`src/rtl/core/htbd_pkg.sv`:
```
package htbd_pkg;

  localparam int NSYM            = 10;
  localparam int SYM_W           = 4;
  localparam int MAX_CODE_BITS   = 9;
  localparam int LEN_W           = 4;
  localparam int IDX_W           = $clog2(NSYM);
  localparam int SEQ_W           = $clog2(2 * NSYM - 1);
  localparam int ROUND_W         = $clog2(NSYM - 1);
  localparam int LANE_BITS       = 16;
  localparam int LANES_PER_REG   = 4;
  localparam int WEIGHT_BITS_DEF = 16;
  localparam int CFG_IDX_W       = 2;
  localparam int CFG_DATA_W      = 64;

  localparam logic [CFG_IDX_W-1:0] CFG_WEIGHTS_LOW  = 2'd0;
  localparam logic [CFG_IDX_W-1:0] CFG_WEIGHTS_MID  = 2'd1;
  localparam logic [CFG_IDX_W-1:0] CFG_WEIGHTS_HIGH = 2'd2;

  typedef enum logic [2:0] {
    ST_IDLE,
    ST_INIT,
    ST_SCAN1,
    ST_SCAN2,
    ST_MERGE
  } build_state_e;

  typedef struct packed {
    logic load_slots;
    logic scan_en;
    logic merge_en;
    logic done;
  } build_ctrl_t;

endpackage

```
`src/rtl/core/huffman_table_build_and_decode.sv`:
```
// Huffman code builder and bit-serial decoder for ten symbols. The ten weights are
// written through the configuration port; after reset or any write to a weight
// register the code table is rebuilt before the next bit is taken. The build runs
// nine merge rounds, each a scan of the ten node slots for the lightest entry and a
// second scan for the next lightest (ties go to the older entry), one slot per
// cycle through a single shared weight comparator, then a merge step. The idle state
// sees the stale table and a load step fills the slots; in_stall_o is high from then
// until the build is done. Once the table is ready the decoder takes one code bit
// per cycle unless a held result is stalled; every bit is checked against all ten
// code words at once, so a symbol leaves in the cycle after the bit that ends its
// code, through a one-entry output register. A message that ends inside a code
// gives one result with decode_error_o set.
module huffman_table_build_and_decode #(
  parameter int WEIGHT_BITS = htbd_pkg::WEIGHT_BITS_DEF
) (
  input  logic                           clk_i,
  input  logic                           rst_ni,
  input  logic                           cfg_we_i,
  input  logic [htbd_pkg::CFG_IDX_W-1:0] cfg_idx_i,
  input  logic [htbd_pkg::CFG_DATA_W-1:0] cfg_wdata_i,
  input  logic                           in_valid_i,
  output logic                           in_stall_o,
  input  logic                           code_bit_i,
  input  logic                           end_of_message_i,
  output logic                           out_valid_o,
  input  logic                           out_stall_i,
  output logic [htbd_pkg::SYM_W-1:0]     symbol_o,
  output logic                           decode_error_o,
  output logic                           last_of_message_o
);
  import htbd_pkg::*;

  localparam int SUM_W = WEIGHT_BITS + $clog2(NSYM);

  // configuration and control state
  logic [WEIGHT_BITS-1:0] wt_q [NSYM];
  build_state_e           state_q, state_d;
  logic                   table_ready_q, table_ready_d;
  logic [MAX_CODE_BITS-1:0] pc_q, pc_d;
  logic [LEN_W-1:0]       pl_q, pl_d;
  logic                   out_valid_q, out_valid_d;
  logic [SYM_W-1:0]       symbol_q;
  logic                   error_q;
  logic                   last_q;

  // build datapath
  logic [SUM_W-1:0]   slot_w_q   [NSYM];
  logic [SEQ_W-1:0]   slot_seq_q [NSYM];
  logic [NSYM-1:0]    slot_mem_q [NSYM];
  logic               slot_act_q [NSYM];
  logic [IDX_W-1:0]   idx_q;
  logic [ROUND_W-1:0] round_q;
  logic [SEQ_W-1:0]   seq_next_q;
  logic               b1_found_q, b2_found_q;
  logic [IDX_W-1:0]   b1_idx_q, b2_idx_q;
  logic [SUM_W-1:0]   b1_w_q, b2_w_q;
  logic [SEQ_W-1:0]   b1_seq_q, b2_seq_q;
  logic [NSYM-1:0]    b1_mem_q, b2_mem_q;

  // code table
  logic [MAX_CODE_BITS-1:0] code_words_q   [NSYM];
  logic [LEN_W-1:0]         code_lengths_q [NSYM];

  build_ctrl_t ctrl;
  logic        cfg_hit;
  logic        in_accept;
  logic        scan_last;
  logic        cand_ok, take;
  logic [SUM_W-1:0] ref_w;
  logic [SEQ_W-1:0] ref_seq;
  logic             ref_found;
  logic [SUM_W-1:0] merged_w;

  logic [MAX_CODE_BITS-1:0] pc_shift;
  logic [LEN_W-1:0]         pl_inc;
  logic                     hit;
  logic [SYM_W-1:0]         hit_sym;
  logic                     res_valid;
  logic [SYM_W-1:0]         res_sym;
  logic                     res_err;

  always_comb begin
    cfg_hit = 1'b0;
    if (cfg_we_i) begin
      unique case (cfg_idx_i)
        CFG_WEIGHTS_LOW, CFG_WEIGHTS_MID, CFG_WEIGHTS_HIGH: cfg_hit = 1'b1;
        default:                                            cfg_hit = 1'b0;
      endcase
    end
  end

  assign scan_last = (idx_q == IDX_W'(NSYM - 1));

  // next state
  always_comb begin
    state_d = state_q;
    unique case (state_q)
      ST_IDLE:  if (!table_ready_q) state_d = ST_INIT;
      ST_INIT:  state_d = ST_SCAN1;
      ST_SCAN1: if (scan_last) state_d = ST_SCAN2;
      ST_SCAN2: if (scan_last) state_d = ST_MERGE;
      ST_MERGE: state_d = (round_q == ROUND_W'(NSYM - 2)) ? ST_IDLE : ST_SCAN1;
      default:  state_d = ST_IDLE;
    endcase
    if (cfg_hit) state_d = ST_IDLE;
  end

  // fsm outputs
  always_comb begin
    ctrl = '0;
    unique case (state_q)
      ST_IDLE:  ctrl = '0;
      ST_INIT:  ctrl.load_slots = 1'b1;
      ST_SCAN1, ST_SCAN2: ctrl.scan_en = 1'b1;
      ST_MERGE: begin
        ctrl.merge_en = 1'b1;
        ctrl.done     = (round_q == ROUND_W'(NSYM - 2));
      end
      default:  ctrl = '0;
    endcase
  end

  // shared comparator: lightest weight first, older entry on ties
  always_comb begin
    if (state_q == ST_SCAN1) begin
      ref_w     = b1_w_q;
      ref_seq   = b1_seq_q;
      ref_found = b1_found_q;
    end else begin
      ref_w     = b2_w_q;
      ref_seq   = b2_seq_q;
      ref_found = b2_found_q;
    end
    cand_ok = slot_act_q[idx_q] && !((state_q == ST_SCAN2) && (idx_q == b1_idx_q));
    take    = cand_ok && (!ref_found ||
              ({slot_w_q[idx_q], slot_seq_q[idx_q]} < {ref_w, ref_seq}));
  end

  assign merged_w = b1_w_q + b2_w_q;

  // decode of one bit against all code words
  always_comb begin
    pc_shift = {pc_q[MAX_CODE_BITS-2:0], code_bit_i};
    pl_inc   = pl_q + LEN_W'(1);
    hit      = 1'b0;
    hit_sym  = '0;
    for (int s = 0; s < NSYM; s++) begin
      if (!hit && code_lengths_q[s] == pl_inc && code_words_q[s] == pc_shift) begin
        hit     = 1'b1;
        hit_sym = SYM_W'(s);
      end
    end
    res_valid = hit || end_of_message_i || (pl_inc >= LEN_W'(MAX_CODE_BITS));
    res_sym   = hit ? hit_sym : '0;
    res_err   = !hit;
  end

  assign in_stall_o = (state_q != ST_IDLE) || !table_ready_q || (out_valid_q && out_stall_i);
  assign in_accept  = in_valid_i && !in_stall_o;

  always_comb begin
    table_ready_d = table_ready_q;
    pc_d          = pc_q;
    pl_d          = pl_q;
    out_valid_d   = out_valid_q;
    if (out_valid_q && !out_stall_i) out_valid_d = 1'b0;
    if (ctrl.done) table_ready_d = 1'b1;
    if (in_accept) begin
      if (res_valid) begin
        pc_d        = '0;
        pl_d        = '0;
        out_valid_d = 1'b1;
      end else begin
        pc_d = pc_shift;
        pl_d = pl_inc;
      end
    end
    if (cfg_hit) begin
      table_ready_d = 1'b0;
      pc_d          = '0;
      pl_d          = '0;
    end
  end

  always_ff @(posedge clk_i or negedge rst_ni) begin
    if (!rst_ni) begin
      state_q       <= ST_IDLE;
      table_ready_q <= 1'b0;
      pc_q          <= '0;
      pl_q          <= '0;
      out_valid_q   <= 1'b0;
      for (int s = 0; s < NSYM; s++) begin
        wt_q[s] <= '0;
      end
    end else begin
      state_q       <= state_d;
      table_ready_q <= table_ready_d;
      pc_q          <= pc_d;
      pl_q          <= pl_d;
      out_valid_q   <= out_valid_d;
      if (cfg_we_i) begin
        case (cfg_idx_i)
          CFG_WEIGHTS_LOW: begin
            for (int k = 0; k < LANES_PER_REG; k++) begin
              wt_q[k] <= cfg_wdata_i[LANE_BITS*k +: WEIGHT_BITS];
            end
          end
          CFG_WEIGHTS_MID: begin
            for (int k = 0; k < LANES_PER_REG; k++) begin
              wt_q[LANES_PER_REG + k] <= cfg_wdata_i[LANE_BITS*k +: WEIGHT_BITS];
            end
          end
          CFG_WEIGHTS_HIGH: begin
            for (int k = 0; k < NSYM - 2 * LANES_PER_REG; k++) begin
              wt_q[2 * LANES_PER_REG + k] <= cfg_wdata_i[LANE_BITS*k +: WEIGHT_BITS];
            end
          end
          default: ;
        endcase
      end
    end
  end

  // result register
  always_ff @(posedge clk_i) begin
    if (in_accept && res_valid) begin
      symbol_q <= res_sym;
      error_q  <= res_err;
      last_q   <= end_of_message_i;
    end
  end

  // table build datapath
  always_ff @(posedge clk_i) begin
    if (ctrl.load_slots) begin
      for (int s = 0; s < NSYM; s++) begin
        slot_w_q[s]       <= SUM_W'(wt_q[s]);
        slot_seq_q[s]     <= SEQ_W'(s);
        slot_mem_q[s]     <= NSYM'(1) << s;
        slot_act_q[s]     <= 1'b1;
        code_words_q[s]   <= '0;
        code_lengths_q[s] <= '0;
      end
      idx_q      <= '0;
      round_q    <= '0;
      seq_next_q <= SEQ_W'(NSYM);
      b1_found_q <= 1'b0;
    end
    if (ctrl.scan_en) begin
      if (take) begin
        if (state_q == ST_SCAN1) begin
          b1_found_q <= 1'b1;
          b1_idx_q   <= idx_q;
          b1_w_q     <= slot_w_q[idx_q];
          b1_seq_q   <= slot_seq_q[idx_q];
          b1_mem_q   <= slot_mem_q[idx_q];
        end else begin
          b2_found_q <= 1'b1;
          b2_idx_q   <= idx_q;
          b2_w_q     <= slot_w_q[idx_q];
          b2_seq_q   <= slot_seq_q[idx_q];
          b2_mem_q   <= slot_mem_q[idx_q];
        end
      end
      if (scan_last) begin
        idx_q <= '0;
        if (state_q == ST_SCAN1) b2_found_q <= 1'b0;
      end else begin
        idx_q <= idx_q + IDX_W'(1);
      end
    end
    if (ctrl.merge_en) begin
      slot_w_q[b1_idx_q]   <= merged_w;
      slot_seq_q[b1_idx_q] <= seq_next_q;
      slot_mem_q[b1_idx_q] <= b1_mem_q | b2_mem_q;
      slot_act_q[b2_idx_q] <= 1'b0;
      seq_next_q           <= seq_next_q + SEQ_W'(1);
      round_q              <= round_q + ROUND_W'(1);
      idx_q                <= '0;
      b1_found_q           <= 1'b0;
      for (int s = 0; s < NSYM; s++) begin
        if ((b1_mem_q[s] || b2_mem_q[s]) && code_lengths_q[s] < LEN_W'(MAX_CODE_BITS)) begin
          if (b1_mem_q[s]) code_words_q[s][code_lengths_q[s]] <= 1'b1;
          code_lengths_q[s] <= code_lengths_q[s] + LEN_W'(1);
        end
      end
    end
  end

  assign out_valid_o       = out_valid_q;
  assign symbol_o          = symbol_q;
  assign decode_error_o    = error_q;
  assign last_of_message_o = last_q;

endmodule

```
`config.mk`:
```
export PLATFORM = sky130hd
export DESIGN_NAME = huffman_table_build_and_decode
export DESIGN_NICKNAME = d
export VERILOG_FILES = /design/src/rtl/core/htbd_pkg.sv /design/src/rtl/core/huffman_table_build_and_decode.sv
export SDC_FILE = /design/constraint.sdc
export NUM_CORES = 1
export LEC_CHECK = 0
export ABC_AREA = 0
export BUFFER_PORTS_ARGS = -buffer_cell sky130_fd_sc_hd__clkbuf_2
export CAP_MARGIN = 20
export CORE_ASPECT_RATIO = 1.5
export CORE_MARGIN = 2
export CORE_UTILIZATION = 35
export DETAILED_ROUTE_END_ITERATION = 16
export GPL_TIMING_DRIVEN = 0
export PLACE_DENSITY_LB_ADDON = 0.1
export SETUP_SLACK_MARGIN = 0.5
export SLEW_MARGIN = 20
export SYNTH_ARGS = -nofsm -noshare
export SYNTH_HDL_FRONTEND = slang
export SYNTH_SLANG_ARGS = --single-unit
```
`constraint.sdc`:
```
create_clock -name clk_i -period 13.4 [get_ports clk_i]
set_input_delay 2.01 -clock clk_i [delete_from_list [all_inputs] [get_ports clk_i]]
set_output_delay 2.01 -clock clk_i [all_outputs]
set_load 0.005 [all_outputs]
```
* Word-level counts from Yosys, hierarchy flattened
Memory sizes are Yosys's and may differ from the RTL's. A register that Yosys moved wholly into a read port is not among the register bits.
Index checks and enable logic that the tools add are counted.
** Cells by class
- Add/subtract/negate cells :: 15
- Multiply operators :: 0
- Div/mod/pow operators :: 0
- Order comparisons :: 32
- Equality and inequality tests :: 32
- Shift-type cells :: 0
- Mux-type cells :: 272
- Bitwise gates (word level) :: 103
- Reduce and logical (&&, ||, !) cells :: 96
** Operator list (number)
- $mux W1 :: 198
- $mux W4 :: 37
- $or A1 B1 Y1 :: 100
- $eq A9 B9 Y1 :: 10
- $mux W9 :: 10
- $add A4 B1 Y4 const B :: 13
- $lt A4 B5 Y1 const B :: 10
- $logic_and A1 B1 Y1 :: 46
- $eq A4 B4 Y1 :: 11
- $demux W1 S4 :: 10
- $ge A4 B1 Y1 const B :: 10
- $lt A4 B4 Y1 const B :: 10
- $mux W20 :: 2
- $lt A25 B25 Y1 :: 1
- $mux W8 :: 3
- $add A20 B20 Y20 :: 1
- $mux W5 :: 4
- $reduce_or A20 Y1 :: 1
- $logic_not A1 Y1 :: 15
- $logic_or A1 B1 Y1 :: 15
- $pmux W3 S5 :: 1
- $mux W3 :: 4
- $mux W10 :: 1
- $or A10 B10 Y10 :: 1
- 22 further kinds :: 36
** Storage, ports and cells
- Register bits :: 276
- Latch bits :: 0
- RAM bits :: 490
- Memory bits (read-only) :: 0
- Output and inout bits :: 8
- Word-level logic and storage cells :: 588
- Memories kept :: 6
** Memory list
- slot_w_q :: words 10, bits a word 20, read ports 1, clocked after memory_dff 1, wr ports 10, line huffman_table_build_and_decode.sv:47 : logic [SUM_W-1:0] slot_w_q [NSYM];
- slot_mem_q :: words 10, bits a word 10, read ports 1, clocked after memory_dff 1, wr ports 10, line huffman_table_build_and_decode.sv:49 : logic [NSYM-1:0] slot_mem_q [NSYM];
- code_words_q :: words 10, bits a word 9, read ports 10, clocked after memory_dff 0, wr ports 10, line huffman_table_build_and_decode.sv:61 : logic [MAX_CODE_BITS-1:0] code_words_q [NSYM];
- slot_seq_q :: words 10, bits a word 5, read ports 1, clocked after memory_dff 1, wr ports 10, line huffman_table_build_and_decode.sv:48 : logic [SEQ_W-1:0] slot_seq_q [NSYM];
- code_lengths_q :: words 10, bits a word 4, read ports 10, clocked after memory_dff 0, wr ports 10, line huffman_table_build_and_decode.sv:62 : logic [LEN_W-1:0] code_lengths_q [NSYM];
- slot_act_q :: words 10, bits a word 1, read ports 1, clocked after memory_dff 1, wr ports 10, line huffman_table_build_and_decode.sv:50 : logic slot_act_q [NSYM];

* Longest topological paths before layout
Gate-level depths: netlist of the first run.
- Depth in word-level cells :: 45
- Gate-level depth with buffers :: 17
- Depth with buffers taken out :: 14

* Worst setup path before layout of the first run
OpenSTA, ideal clock, no wires.
- Path kind :: reg2reg
- Start point :: register (tool-made name)
- End point :: register b1_idx_q[0], enable pin
- Setup time :: 0.435 ns
- Arrival time :: 5.524 ns
- Data required time :: 12.965 ns
- Path slack :: 7.440 ns
- Cell stages (with the launch flop) :: 16
- Buffers on the path :: 3
- Clock period less this slack :: 5.960 ns
- Cells stage by stage :: dfxtp_1 > buf_2 > buf_1 > buf_1 > mux4_2 > mux4_2 > ha_1 > a21o_1 > a21o_1 > a21oi_1 > nor2_1 > a21oi_1 > nand3b_1 > a21oi_1 > o211ai_1 > nor2_1
** RTL lines
- end signal, assigned :: line huffman_table_build_and_decode.sv:253 : b1_idx_q <= idx_q;
- end, declared :: line huffman_table_build_and_decode.sv:55 : logic [IDX_W-1:0] b1_idx_q, b2_idx_q;

==> out/metrics.yaml, run 1 <==
synth-xor-area-share_pct: 3.57
synth_adder_area_share_pct: 2.72
drv_cap: 0
p_per_area_mw_per_mm2: 194
synth_edf_count: 710
grtUsageMet1_pct: 23.1
drive_gt1_share_pct: 21.3
antenna_left: 0
final.setup.tns_ns: 0
top_usage_layer: "met2"
cts_tree: "built"
dieArea_sq_mm: 0.126
crit_top_cell: "clkbuf_1"
placed_area_sq_mm: 0.0466
drt-wirelength-per-cell_microns: 27.8
clock_skew_ns: 0.0401
synth-seq-area-share_pct: 64.3
io_buffers: 80
final-seq-area_sq_mm: 0.0277
drt_iter0_drc: 1882
path_max_fanout: 17
final_cell_mix: "edfxtp_1, nor2_1, nand2_1"
min_path_type: "reg -> reg"
place_hpwl_microns: 98700
grtUsageMet2_pct: 42.5
stdcell_count: 4873
peakVddDrop_v: 0.000119
start_util_pct: 35.3
cts_resized: 0
via_per_inst: 5.35
grt_overflow: 0
finalPower_mw: 9.69
clockRootBuffer: "clkbuf_16"
synth-simple-area-share_pct: 7.34
grt.total_usage_pct: 21.7
crit_type: "reg -> reg"
switchingPower_mw: 3.06
arrival_ns: 7.71
critPathMaxStageDelay_ns: 0.81
syn_to_final_growth_pct: 16.1
coreArea_sq_mm: 0.122
hold_viol_final: 0
synthCells: 2967
combPwrFrac_pct: 27.3
syn_area_sq_mm: 0.0431
setup.worst_path.end_class: "register"
synth_compound_area_share_pct: 5.67
use_met3_pct: 2.78
die_w_microns: 291
fin_crit_sh_pct: 54.5
ioPinCount: 81
timing.fmax_mhz: 137
die_h_microns: 434
final_max_slew_viol_count: 0
multiInputGateArea_sq_mm: 0.0147
synth_top_family_by_area: "multiplexers"
grt_max_degree: 73
fillers: 11400
setup_ws_ns: 6.10
rsz0062_at_grt: "false"
grt_pass1_wl_microns: 196000
status: "finished clean"
seqPwrFrac_pct: 42.4
vias: 26100
insertedDiodeCount: 0
hold_ws_ns: 0.475
cts.sinks: 986
gp_congestion: 0.816
avgSynthCellArea_sq_um: 14.5
rows: 157
swShare_pct: 31.5
required_ns: 13.81
synth-seq-cells: 986
crit_path_top_delay_cell: "clkbuf_1"
fin_nets: 3361
place_ws_ns: 6.05
min_period_ns: 7.30
finalWirelength_microns: 136000
post-route-util_pct: 41.0
drc_errors: 0
timing.slew.headroom_pct: 18.3
dp.cells: 4679
clock_path_buffers: 3
p_clk_share_pct: 30.3
synthArstFlopShare_pct: 18.0
p_leak_nw: 17.5
setup_violations: 0
cts_max_level: 3
worst_pin_slew_ns: 1.23
crit_path_start_kind: "register"
p_int_mw: 6.63
ys_warn_count: 0
firstDrtPassIters: 8
final_common_cell: "edfxtp_1"
clkTransAtPathRegs_ns: 0.06
synth_ff_type: "edfxtp_1"
hold_buffers: 0
worstSkewPairLatency_ns: 0.73
postCtsSetupRepairBufs: 0
crit_chain: "clkbuf_1, clkbuf_1, clkbuf_1, buf_1, mux4_2, mux4_2, ha_1, a211oi_1, nand2_1, a21oi_1, nor4_1, o21ai_0, nand3b_1, a31oi_1, o211ai_1, nor2_4, buf_16, buf_16"
syn_nets: 3133
grt_pass1_vias: 28000
cts_made_buffers: 101
final_area_sq_mm: 0.0501
muxShareOfSynthArea_pct: 14.3
grt_antenna_before_repair: 1
ys_types: 65
-- path summary, 6_finish.rpt --
kind                                          from                  to  slack [ns]  cells after the start
worst max-delay path                      register           b1_w_q[3]        6.10                     18
min in group asynchronous                   rst_ni            wt_q[34]        1.26                      1
worst max register to register            register           b1_w_q[3]        6.10                     18
worst min-delay path            code_words_q[2][8]  code_words_q[2][8]        0.47                      2
max in group asynchronous                   rst_ni            wt_q[28]       11.02                      3
worst min register to register  code_words_q[2][8]  code_words_q[2][8]        0.47                      2
-- logic make-up (layout without fill, tap and decap cells) --
kind of cell	count (synthesis)	after routing
adder cells (fa/ha/maj)	93	93
AO/OA/AOI/OAI	391	391
buffers and inverters	235	551
flip-flops	986	986
XOR/XNOR	171	171
AND/OR/NAND/NOR	721	721
multiplexers	370	370
-- power by group through the flow --
stage	logic, mW	clock network [mW]	registers (mW)
finish	2.65	2.93	4.11
global route	2.86	3.11	4.15
CTS	2.69	3.00	4.11
detailed placement	2.68	0	4.17
global placement	2.52	0	4.20
floorplan	1.67	0	4.10
-- final cells by class --
| type | instances | share of cell area [%] |
|---|---|---|
| Multi-Input combinational cell | 1746 | 29.3 |
| Clock buffer | 153 | 5.78 |
| Buffer | 151 | 1.26 |
| Sequential cell | 986 | 55.4 |
| Inverter | 84 | 0.630 |
| Tap cell | 1590 | 3.97 |
| Clock inverter | 38 | 1.03 |
| Timing Repair Buffer | 125 | 2.67 |
-- worst max-delay path, delay by kind of cell (launching register included) --
kind | cells | cell delay, ns
AOI/OAI and AO/OA | 5 | 1.28
adders and majority gates | 1 | 0.33
buffers and inverters | 6 | 3.19
DFF | 1 | 0.30
muxes | 2 | 1.03
and+or+nand+nor | 4 | 0.84
-- per-layer routing --
metal | part of all wire, % | up-vias
met2 | 56 | 686
li1 | - | 11500
met4 | 4.2 | 0
met1 | 36 | 13600
met5 | 0 | -
met3 | 3.9 | 224
-- cell usage after synthesis, types with 15 or more instances --
cell,instances,area share [%]
dfxtp_1,99,4.6
mux2i_1,27,0.63
dfrtp_1,177,10
buf_2,15,0.17
nor2_1,278,2.4
a22o_1,83,1.7
buf_1,21,0.18
mux4_2,180,9.4
edfxtp_1,710,49
xor2_1,20,0.41
nor3_1,28,0.32
mux2_2,163,4.3
clkbuf_1,112,0.97
nand3_1,37,0.43
nor2b_1,19,0.28
o21ai_0,184,2.1
inv_1,84,0.73
xnor2_1,148,3.0
a21oi_1,49,0.57
ha_1,92,2.7
nand2_1,270,2.3
nand4_1,29,0.42
-- sequential cells by signal, indices dropped and copies added, names as in the netlist, 5 cells and up, named ones only --
| signal | flops |
|---|---|
| b2_w_q | 20 |
| slot_w_q | 320 |
| b1_mem_q | 10 |
| b2_seq_q | 5 |
| b1_w_q | 20 |
| wt_q | 160 |
| b2_mem_q | 10 |
| seq_next_q | 5 |
| code_lengths_q | 40 |
| code_words_q | 90 |
| slot_mem_q | 160 |
| slot_seq_q | 80 |
| slot_act_q | 16 |
| pc_q | 8 |
| b1_seq_q | 5 |
(Power assumes the default switching activity.)
==> inputs of run 2 (changes only) <==
clock period = 5.9 ns   (was 13.4 ns; I/O delays follow)
==> out/metrics.yaml, run 2 (synthesis results as in run 1) <==
status: "finished clean"  # unchanged
min_path_type: "in -> async"  # was reg -> reg
placed_area_sq_mm: 0.0466  # unchanged
final_area_sq_mm: 0.0501  # about the same
cts_max_level: 3  # unchanged
via_per_inst: 5.34  # was 5.35
cts.sinks: 986  # unchanged
timing.slew.headroom_pct: 19.7  # was 18.3%
insertedDiodeCount: 0  # unchanged
rsz0062_at_grt: "false"  # unchanged
dieArea_sq_mm: 0.126  # unchanged
min_period_ns: 5.22  # was 7.30 ns
clockRootBuffer: "clkbuf_16"  # unchanged
grt_max_degree: 73  # unchanged
largest_reg_flops: 320  # unchanged
fin_crit_sh_pct: 88.5  # was 54.5%
clkTransAtPathRegs_ns: 0.06  # about the same
path_max_fanout: 17  # unchanged
io_buffers: 80  # unchanged
worst_pin_slew_ns: 1.20  # was 1.23 ns
hold_buffers: 0  # unchanged
timing.fmax_mhz: 192  # was 137 MHz
crit_type: "reg -> reg"  # unchanged
fillers: 11400  # about the same
grt.total_usage_pct: 21.7  # about the same
gp_congestion: 0.816  # unchanged
p_per_area_mw_per_mm2: 440  # was 194 mW/mm^2
final_max_slew_viol_count: 0  # unchanged
arrival_ns: 5.63  # was 7.71 ns
worstSkewPairLatency_ns: 0.73  # about the same
finalPower_mw: 22.1  # was 9.69 mW
coreArea_sq_mm: 0.122  # unchanged
rrSetupSlack_ns: 0.68  # was 6.10 ns
drt-wirelength-per-cell_microns: 27.8  # about the same
hold_viol_final: 0  # unchanged
ioPinCount: 81  # unchanged
place_hpwl_microns: 98700  # unchanged
cts_tree: "built"  # unchanged
grt_antenna_before_repair: 1  # unchanged
rows: 157  # unchanged
finalWirelength_microns: 136000  # about the same
syn_to_final_growth_pct: 16.3  # was 16.1%
final_cell_mix: "edfxtp_1, nor2_1, nand2_1"  # unchanged
setup.worst_path.end_class: "register"  # unchanged
antenna_left: 0  # unchanged
crit_path_start_kind: "register"  # unchanged
drc_errors: 0  # unchanged
p_leak_nw: 17.6  # was 17.5 nW
clock_path_buffers: 3  # unchanged
drt_iter0_drc: 1895  # was 1882
vias: 26100  # about the same
grt_pass1_vias: 28000  # about the same
die_h_microns: 434  # unchanged
peakVddDrop_v: 0.000270  # was 0.000119 V
die_w_microns: 291  # unchanged
final-seq-area_sq_mm: 0.0277  # unchanged
reg2reg_to: "b1_w_q[3]"  # unchanged
reg2reg_depth: 18  # unchanged
firstDrtPassIters: 5  # was 8
final_common_cell: "edfxtp_1"  # unchanged
setup_violations: 0  # unchanged
final.setup.tns_ns: 0  # unchanged
fin_nets: 3363  # was 3361
setup_ws_ns: 0.681  # was 6.10 ns
drive_gt1_share_pct: 21.8  # was 21.3%
multiInputGateArea_sq_mm: 0.0147  # about the same
place_ws_ns: -1.45  # was 6.05 ns
grt_overflow: 0  # unchanged
grt_pass1_wl_microns: 196000  # about the same
required_ns: 6.31  # was 13.81 ns
start_util_pct: 35.3  # unchanged
cts_made_buffers: 101  # unchanged
drv_cap: 0  # unchanged
clock_skew_ns: 0.0432  # was 0.0401 ns
top_register: "slot_w_q"  # unchanged
reg_top3: "slot_w_q x320, slot_mem_q x160, wt_q x160"  # unchanged
## run 2: worst max path at each step
| stage | to | start | slack [ns] |
|---|---|---|---|
| detailed placement | b1_w_q[1] | register | -1.45 |
| finish | b1_w_q[3] | register | 0.68 |
| global route | b1_w_q[3] | register | 0.51 |
| global placement | slot_seq_q[12][4] | state_q[1] | -4.18 |
| floorplan | b1_idx_q[0] | register | -0.06 |
| CTS | b1_w_q[3] | register | 0.51 |
## run 2: power breakdown
group          internal, mW  switching (mW)  leakage (nW)
Sequential             8.85           0.486          9.34
Clock                  3.84            2.83          1.65
Combinational          2.43            3.65          6.63
## run 2: per-stage QoR
| stage | hold WS [ns] | cells | utilization (%) |
|---|---|---|---|
| 2_1_floorplan | 0.435 | 2967 | - |
| 3_3_place_gp | 0.451 | 4637 | 37.3 |
| 3_5_place_dp | 0.465 | 4679 | 38.1 |
| 4_1_cts | 0.0971 | 4872 | 41.0 |
| 5_1_grt | 0.136 | 4875 | 41.0 |
| 6_report | 0.129 | 4875 | 41.0 |
## run 2: timing repair
item | CTS | global route
setup endpoints to repair | 80 | 66
buffers inserted | 2 | 0
gates resized for setup | 37 | 14
pin swaps | 2 | 0
## run 2: routing by layer
metal / vias up / routed length, microns / global-route usage (%)
met5: - / 0 / 0
met4: 0 / 5640 / 9.15
met1: 13600 / 48700 / 23.1
met3: 228 / 5450 / 2.80
li1: 11500 / - / -
met2: 701 / 76000 / 42.6
## run 2: critical path, stage by stage (launching register included)
cell      delay [ns]
dfxtp_1         0.30
clkbuf_2        0.29
buf_6           0.25
clkbuf_4        0.31
buf_4           0.29
mux4_2          0.39
mux4_2          0.55
ha_1            0.33
a211oi_1        0.24
nand2_1         0.17
a21oi_1         0.25
nor4_1          0.13
o21ai_0         0.09
nand3b_1        0.11
a31oi_2         0.31
o211ai_1        0.25
nor2_4          0.22
buf_16          0.19
buf_16          0.18
## run 2: area by class of cell
class | instances | share of cell area, %
Tap cell | 1590 | 3.97
Inverter | 84 | 0.629
Timing Repair Buffer | 127 | 2.69
Buffer | 151 | 1.39
Sequential cell | 986 | 55.3
Clock buffer | 153 | 5.77
Multi-Input combinational cell | 1746 | 29.2
Clock inverter | 38 | 1.03
